===== src/rtl/core/cts_pkg.sv =====
// cts_pkg: shared types and constants for the cooperative task scheduler
// holds the slot record, the input and result words, and command/result codes
// no dependencies
package cts_pkg;

  localparam int SLOT_COUNT = 8;
  localparam int SLOT_W     = (SLOT_COUNT > 1) ? $clog2(SLOT_COUNT) : 1;
  localparam int FILL_W     = $clog2(SLOT_COUNT + 1);
  localparam int DELAY_W    = 15;
  localparam int RUNS_W     = 8;
  localparam int DIV_W      = 16;

  localparam logic [1:0] CMD_OVERFLOW = 2'd0;
  localparam logic [1:0] CMD_ADD      = 2'd1;
  localparam logic [1:0] CMD_DISPATCH = 2'd2;

  localparam logic [1:0] KIND_ADD_OK   = 2'd0;
  localparam logic [1:0] KIND_ADD_FULL = 2'd1;
  localparam logic [1:0] KIND_RUN      = 2'd2;
  localparam logic [1:0] KIND_NONE     = 2'd3;

  localparam logic [RUNS_W-1:0] RUNS_MAX = '1;

  typedef struct packed {
    logic [1:0]         command;
    logic [DELAY_W-1:0] start_delay;
    logic [DELAY_W-1:0] period;
  } in_word_t;

  typedef struct packed {
    logic [1:0] kind;
    logic [2:0] slot;
    logic       last;
  } out_word_t;

  typedef struct packed {
    logic               valid;
    logic [DELAY_W-1:0] delay;
    logic [DELAY_W-1:0] interval;
    logic [RUNS_W-1:0]  runs;
    logic [SLOT_W-1:0]  id;
  } slot_rec_t;

  // control from the sequencer to the row of cells
  typedef struct packed {
    logic               shift;
    slot_rec_t          head_rec;
    logic [DELAY_W-1:0] load_delay;
    logic [DELAY_W-1:0] load_interval;
  } ring_ctl_t;

endpackage


===== src/rtl/core/cts_cell.sv =====
// cts_cell: one task slot of the scheduler ring
// holds a slot record, loads it on add and takes its neighbor's record on shift
// depends on cts_pkg
module cts_cell (
  input  logic                          clk,
  input  logic                          rst_n,
  input  logic [cts_pkg::SLOT_W-1:0]    home_id,
  input  cts_pkg::ring_ctl_t            ctl,
  input  logic                          load_en,
  input  cts_pkg::slot_rec_t            from_nbr,
  output cts_pkg::slot_rec_t            rec
);

  cts_pkg::slot_rec_t rec_r;
  cts_pkg::slot_rec_t rec_nxt;

  always_comb begin
    rec_nxt = rec_r;
    if (load_en) begin
      // ring is at its home position here, so keep runs and id
      rec_nxt.valid    = 1'b1;
      rec_nxt.delay    = ctl.load_delay;
      rec_nxt.interval = ctl.load_interval;
    end else if (ctl.shift) begin
      rec_nxt = from_nbr;
    end
  end

  always_ff @(posedge clk) begin
    if (!rst_n) begin
      rec_r.valid    <= 1'b0;
      rec_r.delay    <= '0;
      rec_r.interval <= '0;
      rec_r.runs     <= '0;
      rec_r.id       <= home_id;
    end else begin
      rec_r <= rec_nxt;
    end
  end

  assign rec = rec_r;

endmodule


===== src/rtl/core/cts_ctrl.sv =====
// cts_ctrl: sequencer for the scheduler ring
// runs ticks and dispatches at the head cell, handles adds, prescaler and result register
// depends on cts_pkg
module cts_ctrl (
  input  logic                              clk,
  input  logic                              rst_n,
  input  logic                              cfg_we,
  input  logic [cts_pkg::DIV_W-1:0]         cfg_wdata,
  input  logic                              in_valid,
  output logic                              in_stall,
  input  cts_pkg::in_word_t                 in_word,
  output logic                              out_valid,
  input  logic                              out_stall,
  output cts_pkg::out_word_t                out_word,
  input  cts_pkg::slot_rec_t                head,
  output cts_pkg::ring_ctl_t                ctl,
  output logic [cts_pkg::SLOT_COUNT-1:0]    load_en
);

  typedef enum logic [2:0] {
    ST_IDLE,
    ST_ADD,
    ST_TICK,
    ST_DISP,
    ST_FLUSH
  } state_t;

  localparam logic [cts_pkg::SLOT_W-1:0] K_LAST = cts_pkg::SLOT_W'(cts_pkg::SLOT_COUNT - 1);
  localparam logic [cts_pkg::FILL_W-1:0] FILL_MAX = cts_pkg::FILL_W'(cts_pkg::SLOT_COUNT);

  state_t                          state_r, state_nxt;
  logic [cts_pkg::SLOT_W-1:0]      k_r, k_nxt;
  logic [cts_pkg::FILL_W-1:0]      fill_r, fill_nxt;
  logic [cts_pkg::DIV_W-1:0]       div_r, div_nxt;
  logic [cts_pkg::DIV_W-1:0]       presc_r, presc_nxt;
  logic [cts_pkg::DELAY_W-1:0]     add_delay_r, add_delay_nxt;
  logic [cts_pkg::DELAY_W-1:0]     add_period_r, add_period_nxt;
  logic                            held_valid_r, held_valid_nxt;
  logic [cts_pkg::SLOT_W-1:0]      held_id_r, held_id_nxt;
  logic                            out_valid_r, out_valid_nxt;
  cts_pkg::out_word_t              out_word_r, out_word_nxt;

  logic                            accept;
  logic                            out_free;
  logic                            emit;
  cts_pkg::out_word_t              emit_word;
  logic                            hit;
  logic                            add_ok;
  logic [cts_pkg::SLOT_W+2:0]      held_ext;
  logic [cts_pkg::FILL_W+2:0]      fill_ext;
  cts_pkg::slot_rec_t              head_tick;
  cts_pkg::slot_rec_t              head_disp;

  assign accept   = in_valid && !in_stall;
  assign in_stall = (state_r != ST_IDLE);
  assign out_free = !out_valid_r || !out_stall;
  assign hit      = head.valid && (head.runs != '0);
  assign add_ok   = (fill_r < FILL_MAX);
  assign held_ext = {3'b000, held_id_r};
  assign fill_ext = {3'b000, fill_r};

  // tick update of the record at the head
  always_comb begin
    head_tick = head;
    if (head.valid) begin
      if (head.delay == '0) begin
        if (head.runs != cts_pkg::RUNS_MAX) begin
          head_tick.runs = head.runs + 1'b1;
        end
        if (head.interval != '0) begin
          head_tick.delay = head.interval;
        end
      end else begin
        head_tick.delay = head.delay - 1'b1;
      end
    end
  end

  always_comb begin
    head_disp = head;
    if (hit) begin
      head_disp.runs = head.runs - 1'b1;
    end
  end

  always_comb begin
    state_nxt      = state_r;
    k_nxt          = k_r;
    fill_nxt       = fill_r;
    div_nxt        = div_r;
    presc_nxt      = presc_r;
    add_delay_nxt  = add_delay_r;
    add_period_nxt = add_period_r;
    held_valid_nxt = held_valid_r;
    held_id_nxt    = held_id_r;
    emit           = 1'b0;
    emit_word      = '0;
    ctl.shift         = 1'b0;
    ctl.head_rec      = head;
    ctl.load_delay    = add_delay_r;
    ctl.load_interval = add_period_r;
    load_en        = '0;

    if (cfg_we) begin
      div_nxt = cfg_wdata;
    end

    unique case (state_r)
      ST_IDLE: begin
        if (accept) begin
          unique case (in_word.command)
            cts_pkg::CMD_OVERFLOW: begin
              if (presc_r >= div_r) begin
                presc_nxt = '0;
                k_nxt     = '0;
                state_nxt = ST_TICK;
              end else begin
                presc_nxt = presc_r + 1'b1;
              end
            end
            cts_pkg::CMD_ADD: begin
              add_delay_nxt  = in_word.start_delay;
              add_period_nxt = in_word.period;
              state_nxt      = ST_ADD;
            end
            cts_pkg::CMD_DISPATCH: begin
              k_nxt          = '0;
              held_valid_nxt = 1'b0;
              state_nxt      = ST_DISP;
            end
            default: ;
          endcase
        end
      end
      ST_ADD: begin
        if (out_free) begin
          emit           = 1'b1;
          emit_word.last = 1'b1;
          if (add_ok) begin
            emit_word.kind = cts_pkg::KIND_ADD_OK;
            emit_word.slot = fill_ext[2:0];
            for (int i = 0; i < cts_pkg::SLOT_COUNT; i++) begin
              load_en[i] = (fill_r == cts_pkg::FILL_W'(i));
            end
            fill_nxt = fill_r + 1'b1;
          end else begin
            emit_word.kind = cts_pkg::KIND_ADD_FULL;
          end
          state_nxt = ST_IDLE;
        end
      end
      ST_TICK: begin
        ctl.shift    = 1'b1;
        ctl.head_rec = head_tick;
        k_nxt        = k_r + 1'b1;
        if (k_r == K_LAST) begin
          k_nxt     = '0;
          state_nxt = ST_IDLE;
        end
      end
      ST_DISP: begin
        // a second hit pushes out the held one, which is then known not to be last
        if (!(hit && held_valid_r) || out_free) begin
          ctl.shift    = 1'b1;
          ctl.head_rec = head_disp;
          k_nxt        = k_r + 1'b1;
          if (hit) begin
            if (held_valid_r) begin
              emit           = 1'b1;
              emit_word.kind = cts_pkg::KIND_RUN;
              emit_word.slot = held_ext[2:0];
              emit_word.last = 1'b0;
            end
            held_valid_nxt = 1'b1;
            held_id_nxt    = head.id;
          end
          if (k_r == K_LAST) begin
            k_nxt     = '0;
            state_nxt = ST_FLUSH;
          end
        end
      end
      ST_FLUSH: begin
        if (out_free) begin
          emit           = 1'b1;
          emit_word.last = 1'b1;
          if (held_valid_r) begin
            emit_word.kind = cts_pkg::KIND_RUN;
            emit_word.slot = held_ext[2:0];
          end else begin
            emit_word.kind = cts_pkg::KIND_NONE;
          end
          held_valid_nxt = 1'b0;
          state_nxt      = ST_IDLE;
        end
      end
      default: state_nxt = ST_IDLE;
    endcase

    out_valid_nxt = out_valid_r;
    out_word_nxt  = out_word_r;
    if (emit) begin
      out_valid_nxt = 1'b1;
      out_word_nxt  = emit_word;
    end else if (!out_stall) begin
      out_valid_nxt = 1'b0;
    end
  end

  always_ff @(posedge clk) begin
    if (!rst_n) begin
      state_r      <= ST_IDLE;
      k_r          <= '0;
      fill_r       <= '0;
      div_r        <= '0;
      presc_r      <= '0;
      held_valid_r <= 1'b0;
      out_valid_r  <= 1'b0;
    end else begin
      state_r      <= state_nxt;
      k_r          <= k_nxt;
      fill_r       <= fill_nxt;
      div_r        <= div_nxt;
      presc_r      <= presc_nxt;
      held_valid_r <= held_valid_nxt;
      out_valid_r  <= out_valid_nxt;
    end
    add_delay_r  <= add_delay_nxt;
    add_period_r <= add_period_nxt;
    held_id_r    <= held_id_nxt;
    out_word_r   <= out_word_nxt;
  end

  assign out_valid = out_valid_r;
  assign out_word  = out_word_r;

  a_load_onehot: assert property (@(posedge clk) disable iff (!rst_n)
    $onehot0(load_en))
    else $error("more than one slot loaded");

  a_load_only_add: assert property (@(posedge clk) disable iff (!rst_n)
    (load_en != '0) |-> (state_r == ST_ADD && !ctl.shift))
    else $error("slot load outside add");

  a_ring_home: assert property (@(posedge clk) disable iff (!rst_n)
    (state_r == ST_IDLE || state_r == ST_ADD || state_r == ST_FLUSH) |-> (k_r == '0))
    else $error("ring not at home position");

  a_held_scope: assert property (@(posedge clk) disable iff (!rst_n)
    held_valid_r |-> (state_r == ST_DISP || state_r == ST_FLUSH))
    else $error("held run outside dispatch");

  a_fill_bound: assert property (@(posedge clk) disable iff (!rst_n)
    fill_r <= FILL_MAX)
    else $error("fill count beyond table");

endmodule


===== src/rtl/core/cooperative_task_scheduler.sv =====
// cooperative_task_scheduler: time-triggered cooperative scheduler, top level
// a ring of cts_cell slots rotated past the head by cts_ctrl
// depends on cts_pkg, cts_cell, cts_ctrl
//
//   port group  | dir | handshake          | word
//   in_         | in  | in_valid/in_stall  | in_word  (command, start_delay, period)
//   out_        | out | out_valid/out_stall| out_word (kind, slot, last)
//   cfg_        | in  | cfg_we             | cfg_wdata (overflow_divider)
//
// overflow: counts the prescaler, or on reaching the divider ticks and the ring rotates once
// add: accept, then load and result; dispatch: accept, rotation past the head, flush
// one word at a time; in_stall is high while a word is being worked on
// out_stall holds the result register and, when it must be refilled, the rotation
// rst_n is synchronous: table, fill count, prescaler and divider clear
module cooperative_task_scheduler (
  input  logic                         clk,
  input  logic                         rst_n,
  input  logic                         cfg_we,
  input  logic [cts_pkg::DIV_W-1:0]    cfg_wdata,
  input  logic                         in_valid,
  output logic                         in_stall,
  input  cts_pkg::in_word_t            in_word,
  output logic                         out_valid,
  input  logic                         out_stall,
  output cts_pkg::out_word_t           out_word
);

  cts_pkg::slot_rec_t                 rec [cts_pkg::SLOT_COUNT];
  cts_pkg::slot_rec_t                 nbr [cts_pkg::SLOT_COUNT];
  cts_pkg::ring_ctl_t                 ctl;
  logic [cts_pkg::SLOT_COUNT-1:0]     load_en;

  cts_ctrl u_ctrl (
    .clk       (clk),
    .rst_n     (rst_n),
    .cfg_we    (cfg_we),
    .cfg_wdata (cfg_wdata),
    .in_valid  (in_valid),
    .in_stall  (in_stall),
    .in_word   (in_word),
    .out_valid (out_valid),
    .out_stall (out_stall),
    .out_word  (out_word),
    .head      (rec[0]),
    .ctl       (ctl),
    .load_en   (load_en)
  );

  for (genvar gi = 0; gi < cts_pkg::SLOT_COUNT; gi++) begin : g_cell
    // processed head record wraps to the tail
    if (gi == cts_pkg::SLOT_COUNT - 1) begin : g_tail
      assign nbr[gi] = ctl.head_rec;
    end else begin : g_mid
      assign nbr[gi] = rec[gi+1];
    end

    cts_cell u_cell (
      .clk      (clk),
      .rst_n    (rst_n),
      .home_id  (cts_pkg::SLOT_W'(gi)),
      .ctl      (ctl),
      .load_en  (load_en[gi]),
      .from_nbr (nbr[gi]),
      .rec      (rec[gi])
    );
  end

endmodule

===== config.mk =====
export PLATFORM = sky130hd
export DESIGN_NAME = cooperative_task_scheduler
export DESIGN_NICKNAME = d
export VERILOG_FILES = /design/src/rtl/core/cts_pkg.sv /design/src/rtl/core/cts_cell.sv /design/src/rtl/core/cts_ctrl.sv /design/src/rtl/core/cooperative_task_scheduler.sv
export SDC_FILE = /design/constraint.sdc
export NUM_CORES = 1
export LEC_CHECK = 0
export BUFFER_PORTS_ARGS = -buffer_cell sky130_fd_sc_hd__buf_2
export CAP_MARGIN = 15
export CORE_AREA = 2 2 213 215
export CTS_BUF_LIST = sky130_fd_sc_hd__clkbuf_4
export DETAILED_ROUTE_END_ITERATION = 7
export DIE_AREA = 0 0 215 217
export PLACE_DENSITY = 0.61
export SYNTH_ARGS = -nofsm -noshare
export SYNTH_HDL_FRONTEND = slang
export SYNTH_SLANG_ARGS = --single-unit

===== constraint.sdc =====
create_clock -name clk -period 2.25 [get_ports clk]
set_input_delay 0.3375 -clock clk [delete_from_list [all_inputs] [get_ports clk]]
set_output_delay 0.3375 -clock clk [all_outputs]
set_load 0.1 [all_outputs]

**Yosys cells after proc, flatten, opt, wreduce, memory -nomap -nowiden**

Index checks and enable logic that the tools add are counted.

- $add $sub $neg: 6
- $lt $le $gt $ge: 2
- Equal/unequal tests: 27
- Mux-type cells: 66
- Bitwise operators: 8
- Reductions and logical operators: 42

Operators by type and width:

| kind | count |
|---|---|
| two-way mux 42 bit | 8 |
| two-way mux 31 bit | 8 |
| case mux 43 bit (2 select lines) | 1 |
| two-way mux 8 bit | 7 |
| two-way mux 15 bit | 3 |
| two-way mux 43 bit | 1 |
| two-way mux 3 bit | 12 |
| two-way mux 6 bit | 5 |
| case mux 3 bit (3 select lines) | 2 |
| case mux 6 bit (3 select lines) | 1 |
| adder 16 x 1 -> 16 bit (second input constant) | 1 |
| == test 4 x 3 -> 1 bit (second input constant) | 4 |
| greater-or-equal comparator 16 bit | 1 |
| two-way mux 16 bit | 1 |
| != test 2 x 1 -> 1 bit (second input constant) | 8 |
| AND reduction 2 bit | 8 |
| nonzero test 2 bit | 8 |
| zero test 15 bit | 1 |
| nonzero test 15 bit | 1 |
| subtractor 15 x 1 -> 15 bit (second input constant) | 1 |
| two-way mux 1 bit | 13 |
| case mux 3 bit (4 select lines) | 1 |
| AND reduction 3 bit | 4 |
| nonzero test 3 bit | 3 |
| 32 further kinds | 48 |

- Register bits after elaboration: 419
- Bits of input ports: 53
- Output and inout port bits: 8
- Logic and storage cells: 204

**Depth between registers and ports, before layout**

- Depth after elaboration: 9
- Mapped depth: 10
- Mapped depth without buffers: 8

**Hierarchy**

From an unflattened synthesis, not the netlist that was laid out.

- Cells, all modules: 2046
- Area, all modules: 19312.3 µm²

By module, submodules not included:

| module | instances | cells an instance | area each (µm²) | sequential area each (µm²) |
|---|---|---|---|---|
| cts_cell | 8 | 188 | 1783.0 | 870.8 |
| cts_ctrl | 1 | 540 | 5041.1 | 2052.0 |
| cooperative_task_scheduler | 1 | 2 | 7.5 | 0.0 |

**Worst setup path after synthesis**

OpenSTA, ideal clock, no wires.

- Kind: register to register
- Start point: reg u_ctrl.out_valid_r, in the netlist u_ctrl.out_valid
- End point: reg g_cell[1].u_cell.rec_r, in the netlist g_cell[1].u_cell.rec[1]
- Library setup time: 70 ps
- Arrival time: 2561 ps
- Required time: 2180 ps
- Setup slack: -382 ps
- Cell stages (with the launch flop): 9
- Buffers on the path: 3
- Period minus slack after synthesis: 2632 ps
- Cells stage by stage: dfxtp_1 > and2_1 > clkbuf_1 > nand2_1 > o31ai_2 > buf_2 > buf_1 > nand2_1 > a21oi_1

- Word-level cells in the longest chain between the ends: 6
- Elaborated cells between the ends (all ways): 9
- Classes of those cells: mux: 4; bitwise: 1; reduce/logical: 4

RTL lines:

| what | RTL line | RTL |
|---|---|---|
| from (decl) | cts_ctrl.sv:40 | `logic out_valid_r, out_valid_nxt;` |
| from (signal assigned) | cts_ctrl.sv:226 | `out_valid_r <= out_valid_nxt;` |
| zero test 1 bit * | cts_ctrl.sv:56 | `assign out_free = !out_valid_r \|\| !out_stall;` |
| logical OR 1 bit * | cts_ctrl.sv:56 |  |
| logical OR 1 bit / two-way mux 8 bit (equally long branches) | cts_ctrl.sv:163, cts_ctrl.sv:136 |  |
| two-way mux 43 bit / two-way mux 8 bit (equally long branches) | cts_ctrl.sv:163, cts_ctrl.sv:108 |  |
| case mux 43 bit (2 select lines) / inverter 1 bit (equally long branches) | -- |  |
| AND reduction 2 bit (no line) * | -- |  |
| to (signal assigned) | cts_cell.sv:37 | `rec_r <= rec_nxt;` |
| to (decl) | cts_cell.sv:14 | `cts_pkg::slot_rec_t rec_r;` |

Mark *: on every way between the ends. The rest lies on a longest branch, timed or not.
A chain may end at the register's enable or synchronous reset.

**Worst setup path after layout**

- Start point: reg u_ctrl.presc_r[0] in the netlist's numbering
- End point: reg u_ctrl.presc_r[0] in the netlist's numbering

- Word-level cells in the longest chain between the ends: 2
- Elaborated cells between the ends (all ways): 3
- Classes of those cells: add/sub: 1; order compare: 1; mux: 1

RTL lines:

| what | RTL line | RTL |
|---|---|---|
| from (decl) | cts_ctrl.sv:35 | `logic [cts_pkg::DIV_W-1:0] presc_r, presc_nxt;` |
| from (signal assigned) | cts_ctrl.sv:224 | `presc_r <= presc_nxt;` |
| adder 16 x 1 -> 16 bit / greater-or-equal comparator 16 bit (equally long branches) | cts_ctrl.sv:118, cts_ctrl.sv:113 |  |
| two-way mux 16 bit * | cts_ctrl.sv:113 | `if (presc_r >= div_r) begin` |

Marked as above.

==> flow_metrics.env <==
export IMPL_grt_pass1_vias=15300
export IMPL_r2r_end="u_ctrl.presc_r[0]$_SDFFE_PN0P_"
export IMPL_clock_latency_ns=0.86
export IMPL_synth_seq_area_share_pct=49.8
export IMPL_wl_um=48900
export IMPL_worstSetupStartpointType="register"
export IMPL_die_area_um2=46700
export IMPL_grt_use_met1_pct=26.3
export IMPL_grtUsageTotal_pct=20.3
export IMPL_dr_pass1_iters=5
export IMPL_numCtsBuffers=111
export IMPL_maxCapViolCount=0
export IMPL_status="completed"
export IMPL_synth_seq_cells=419
export IMPL_syn_area_um2=17600
export IMPL_clk_path_buf_depth=3
export IMPL_design_core_area_um2=44700
export IMPL_vdd_drop_max_uv=574
export IMPL_worstSetupPathType="reg2reg"
export IMPL_port_buffers=60
export IMPL_synth_common_cells="nand2_1 (436), dfxtp_1 (380), a21oi_1 (330)"
export IMPL_max_freq_mhz=451
export IMPL_nets=2334
export IMPL_die_h_um=217
export IMPL_skew_ns=0.0462
export IMPL_rsz0062_at_grt="yes"
export IMPL_synth_top_area_share_pct=43.2
export IMPL_routabilityCongestion=0.894
export IMPL_worstPathRequired_ns=3.00
export IMPL_grt_max_degree=78
export IMPL_ff2ff_path_depth=8
export IMPL_syn_inst=2047
export IMPL_drtIter0Drc=1265
export IMPL_crit_start="u_ctrl.presc_r[0]$_SDFFE_PN0P_"
export IMPL_wire_per_inst_um=16.7
export IMPL_cts_sinks=419
export IMPL_synth_edf_count=39
export IMPL_holdCritPathClass="in2reg"
export IMPL_regToRegStartpoint="u_ctrl.presc_r[0]$_SDFFE_PN0P_"
export IMPL_yosysMostFrequentCell="nand2_1"
export IMPL_cp_end_kind="register"
export IMPL_layout_drive_gt1_share_pct=20.2
export IMPL_cp_max_fo=3
export IMPL_yosysTopAreaCell="dfxtp_1"
export IMPL_htreeDepth=3
export IMPL_grt_util_met3_pct=4.32
export IMPL_clk_pin_slew_ns=0.07
export IMPL_use_met2_pct=33.4
export IMPL_relSlewSlack_pct=59.9
export IMPL_slew_viol_final=0
export IMPL_final_period_utilization_pct=98.5
export IMPL_grt_pass1_wl_um=78100
export IMPL_n_fill_cell=4357
export IMPL_synth_area_per_cell_um2=8.61
export IMPL_regToRegSetupSlack_ns=0.03
export IMPL_grt_busiest_layer="met2"
export IMPL_antenna_found_initial=2
export IMPL_io_pins=61
export IMPL_cts_tree="yes"
export IMPL_area_delta_synth_final_pct=24.9
export IMPL_ys_warn_count=0
export IMPL_ant_nets=0
export IMPL_num_rows=78
export IMPL_clockRootBuffer="clkbuf_4"
export IMPL_finalSetupViolCount=0
export IMPL_drcViolationCount=0
export IMPL_synth_top_cells_by_area="dfxtp_1 (43%), a22oi_1 (10%), a21oi_1 (9.4%)"
export IMPL_synth_main_ff_cell="dfxtp_1"
export IMPL_whs_ns=0.197
export IMPL_hpwl_um=30700
export IMPL_ys_types=75
export IMPL_p_total_mw=20.0
export IMPL_via_count=15800
export IMPL_arrival_ns=2.97
export IMPL_crit_end="u_ctrl.presc_r[0]$_SDFFE_PN0P_"
export IMPL_post_route_min_period_ns=2.22
export IMPL_leakagePower_nw=7.74
export IMPL_tightest_slew_ns=0.599
export IMPL_viasPerCell=5.39
export IMPL_synth_nets=2131
export IMPL_die_width_um=215
export IMPL_postSynth_asyncResetShare_pct=0
export IMPL_initial_utilization_pct=39.4
export IMPL_hold_viol=0
export IMPL_gr_total_overflow=0
export IMPL_powerDensity_nw_per_um2=910
## cell usage in the layout, fill, tap and decap left out, types with 8 or more instances in the layout
cell | synthesis | routed
buf_4 | 17 | 105
inv_2 | 0 | 8
mux2i_1 | 23 | 23
dlygate4sd3_1 | 0 | 82
buf_6 | 0 | 10
edfxtp_1 | 39 | 39
dfxtp_2 | 0 | 12
inv_1 | 43 | 36
ha_4 | 0 | 9
xor2_1 | 10 | 10
clkinv_1 | 0 | 25
a21oi_1 | 330 | 327
a31oi_1 | 11 | 9
clkbuf_4 | 0 | 161
nor4_1 | 15 | 14
nor3_1 | 10 | 9
buf_2 | 32 | 60
and2_1 | 7 | 8
ha_1 | 31 | 21
nor2_2 | 0 | 14
a22oi_1 | 237 | 237
nor2_1 | 70 | 51
nand3_1 | 41 | 40
a221oi_1 | 8 | 8
nand4_1 | 12 | 12
o21ai_0 | 13 | 12
buf_12 | 0 | 19
dfxtp_1 | 380 | 364
nand2_1 | 436 | 435
## per-layer routing
layer	share of wire, %	routed length [µm]	vias to the layer above
li1	-	-	7721
met1	44	21700	7551
met2	47	23200	443
met3	5.7	2800	95
met4	2.3	1130	0
met5	0	0	-
## critical path, cell delays in order (launching register included)
cell	delay, ns
dfxtp_2	0.33
inv_2	0.04
ha_4	0.20
nand2b_4	0.14
a2111oi_4	0.41
nor4b_4	0.09
or4_4	0.45
or3_1	0.35
a21oi_2	0.13
## repair_timing
| item | CTS | global route |
|---|---|---|
| buffers inserted | 7 | 6 |
| pin swaps | 11 | 28 |
| resized for setup | 33 | 79 |
| endpoints found under the hold margin | 75 | 0 |
| cloned | 0 | 4 |
| endpoints found under the setup margin | 25 | 250 |
| hold buffers | 82 | 0 |
## cell type report
cell class | instances | area, µm² | area share [%]
inverters | 43 | 173 | 0.785
multi-input cells | 1389 | 8260 | 37.5
repair buffers | 286 | 2630 | 12.0
well taps | 600 | 751 | 3.41
flip-flops and latches | 419 | 8810 | 40.0
diodes | 2 | 5.00 | 0.0227
clock inverters | 35 | 170 | 0.773
clock buffers | 161 | 1210 | 5.49
## power breakdown
group | switching [mW] | internal (mW)
registers | 0.330 | 7.91
logic | 3.34 | 1.99
clock network | 3.08 | 3.38
## logic make-up (layout without fill, tap and decap cells)
logic type	count (synthesis)	in the layout	synth area share [%]
adder cells (fa/ha/maj)	31	31	2.20
AO/OA/AOI/OAI	663	663	23.5
buffers and inverters	239	525	5.68
flip-flops	419	419	49.8
AND/OR/NAND/NOR	653	653	16.5
XOR/XNOR	16	16	0.795
other	0	2	0
multiplexers	26	26	1.50
## worst min-delay path by stage
stage	start	to	slack (ns)	depth (start not counted)
after floorplan	g_cell[0].u_cell.rec[0]$_SDFFE_PN0P_	u_ctrl.held_id_r[0]$_DFFE_PP_	0.43	0
after global placement	g_cell[4].u_cell.rec[10]$_SDFFE_PN0P_	g_cell[3].u_cell.rec[10]$_SDFFE_PN0P_	0.44	2
after detailed placement	g_cell[6].u_cell.rec[9]$_SDFFE_PN0P_	g_cell[5].u_cell.rec[9]$_SDFFE_PN0P_	0.45	2
after CTS	in_word[12]	u_ctrl.add_period_r[12]$_DFFE_PP_	0.1	2
after global routing	in_word[22]	u_ctrl.add_delay_r[7]$_DFFE_PP_	0.13	2
final	in_word[12]	u_ctrl.add_period_r[12]$_DFFE_PP_	0.20	2
## through the flow
stage / std cells / setup slack (ns) / util, % / area (µm²) / setup TNS [ns]
floorplan: 2047 / 0.00205 / - / 17600 / 0
CTS: 2923 / -0.0245 / 48.1 / 21500 / -0.0245
global route: 2935 / -0.0724 / 49.2 / 22000 / -0.454
detailed placement: 2639 / -0.116 / 42.8 / 19100 / -1.64
global placement: 2639 / -0.0806 / 42.8 / 19100 / -1.10
finish: 2935 / 0.0337 / 49.2 / 22000 / 0
## flip-flops by register name, summed over array words and instances, names as in the netlist
signal / count
g_cell.u_cell.rec: 336
u_ctrl.div_r: 16
u_ctrl.presc_r: 16
u_ctrl.add_delay_r: 15
u_ctrl.add_period_r: 15
u_ctrl.out_word: 6
u_ctrl.fill_r: 4
u_ctrl.held_id_r: 3
u_ctrl.k_r: 3
u_ctrl.state_r: 3
u_ctrl.held_valid_r: 1
u_ctrl.out_valid: 1
Note: power is estimated with default switching activity, not from simulation.
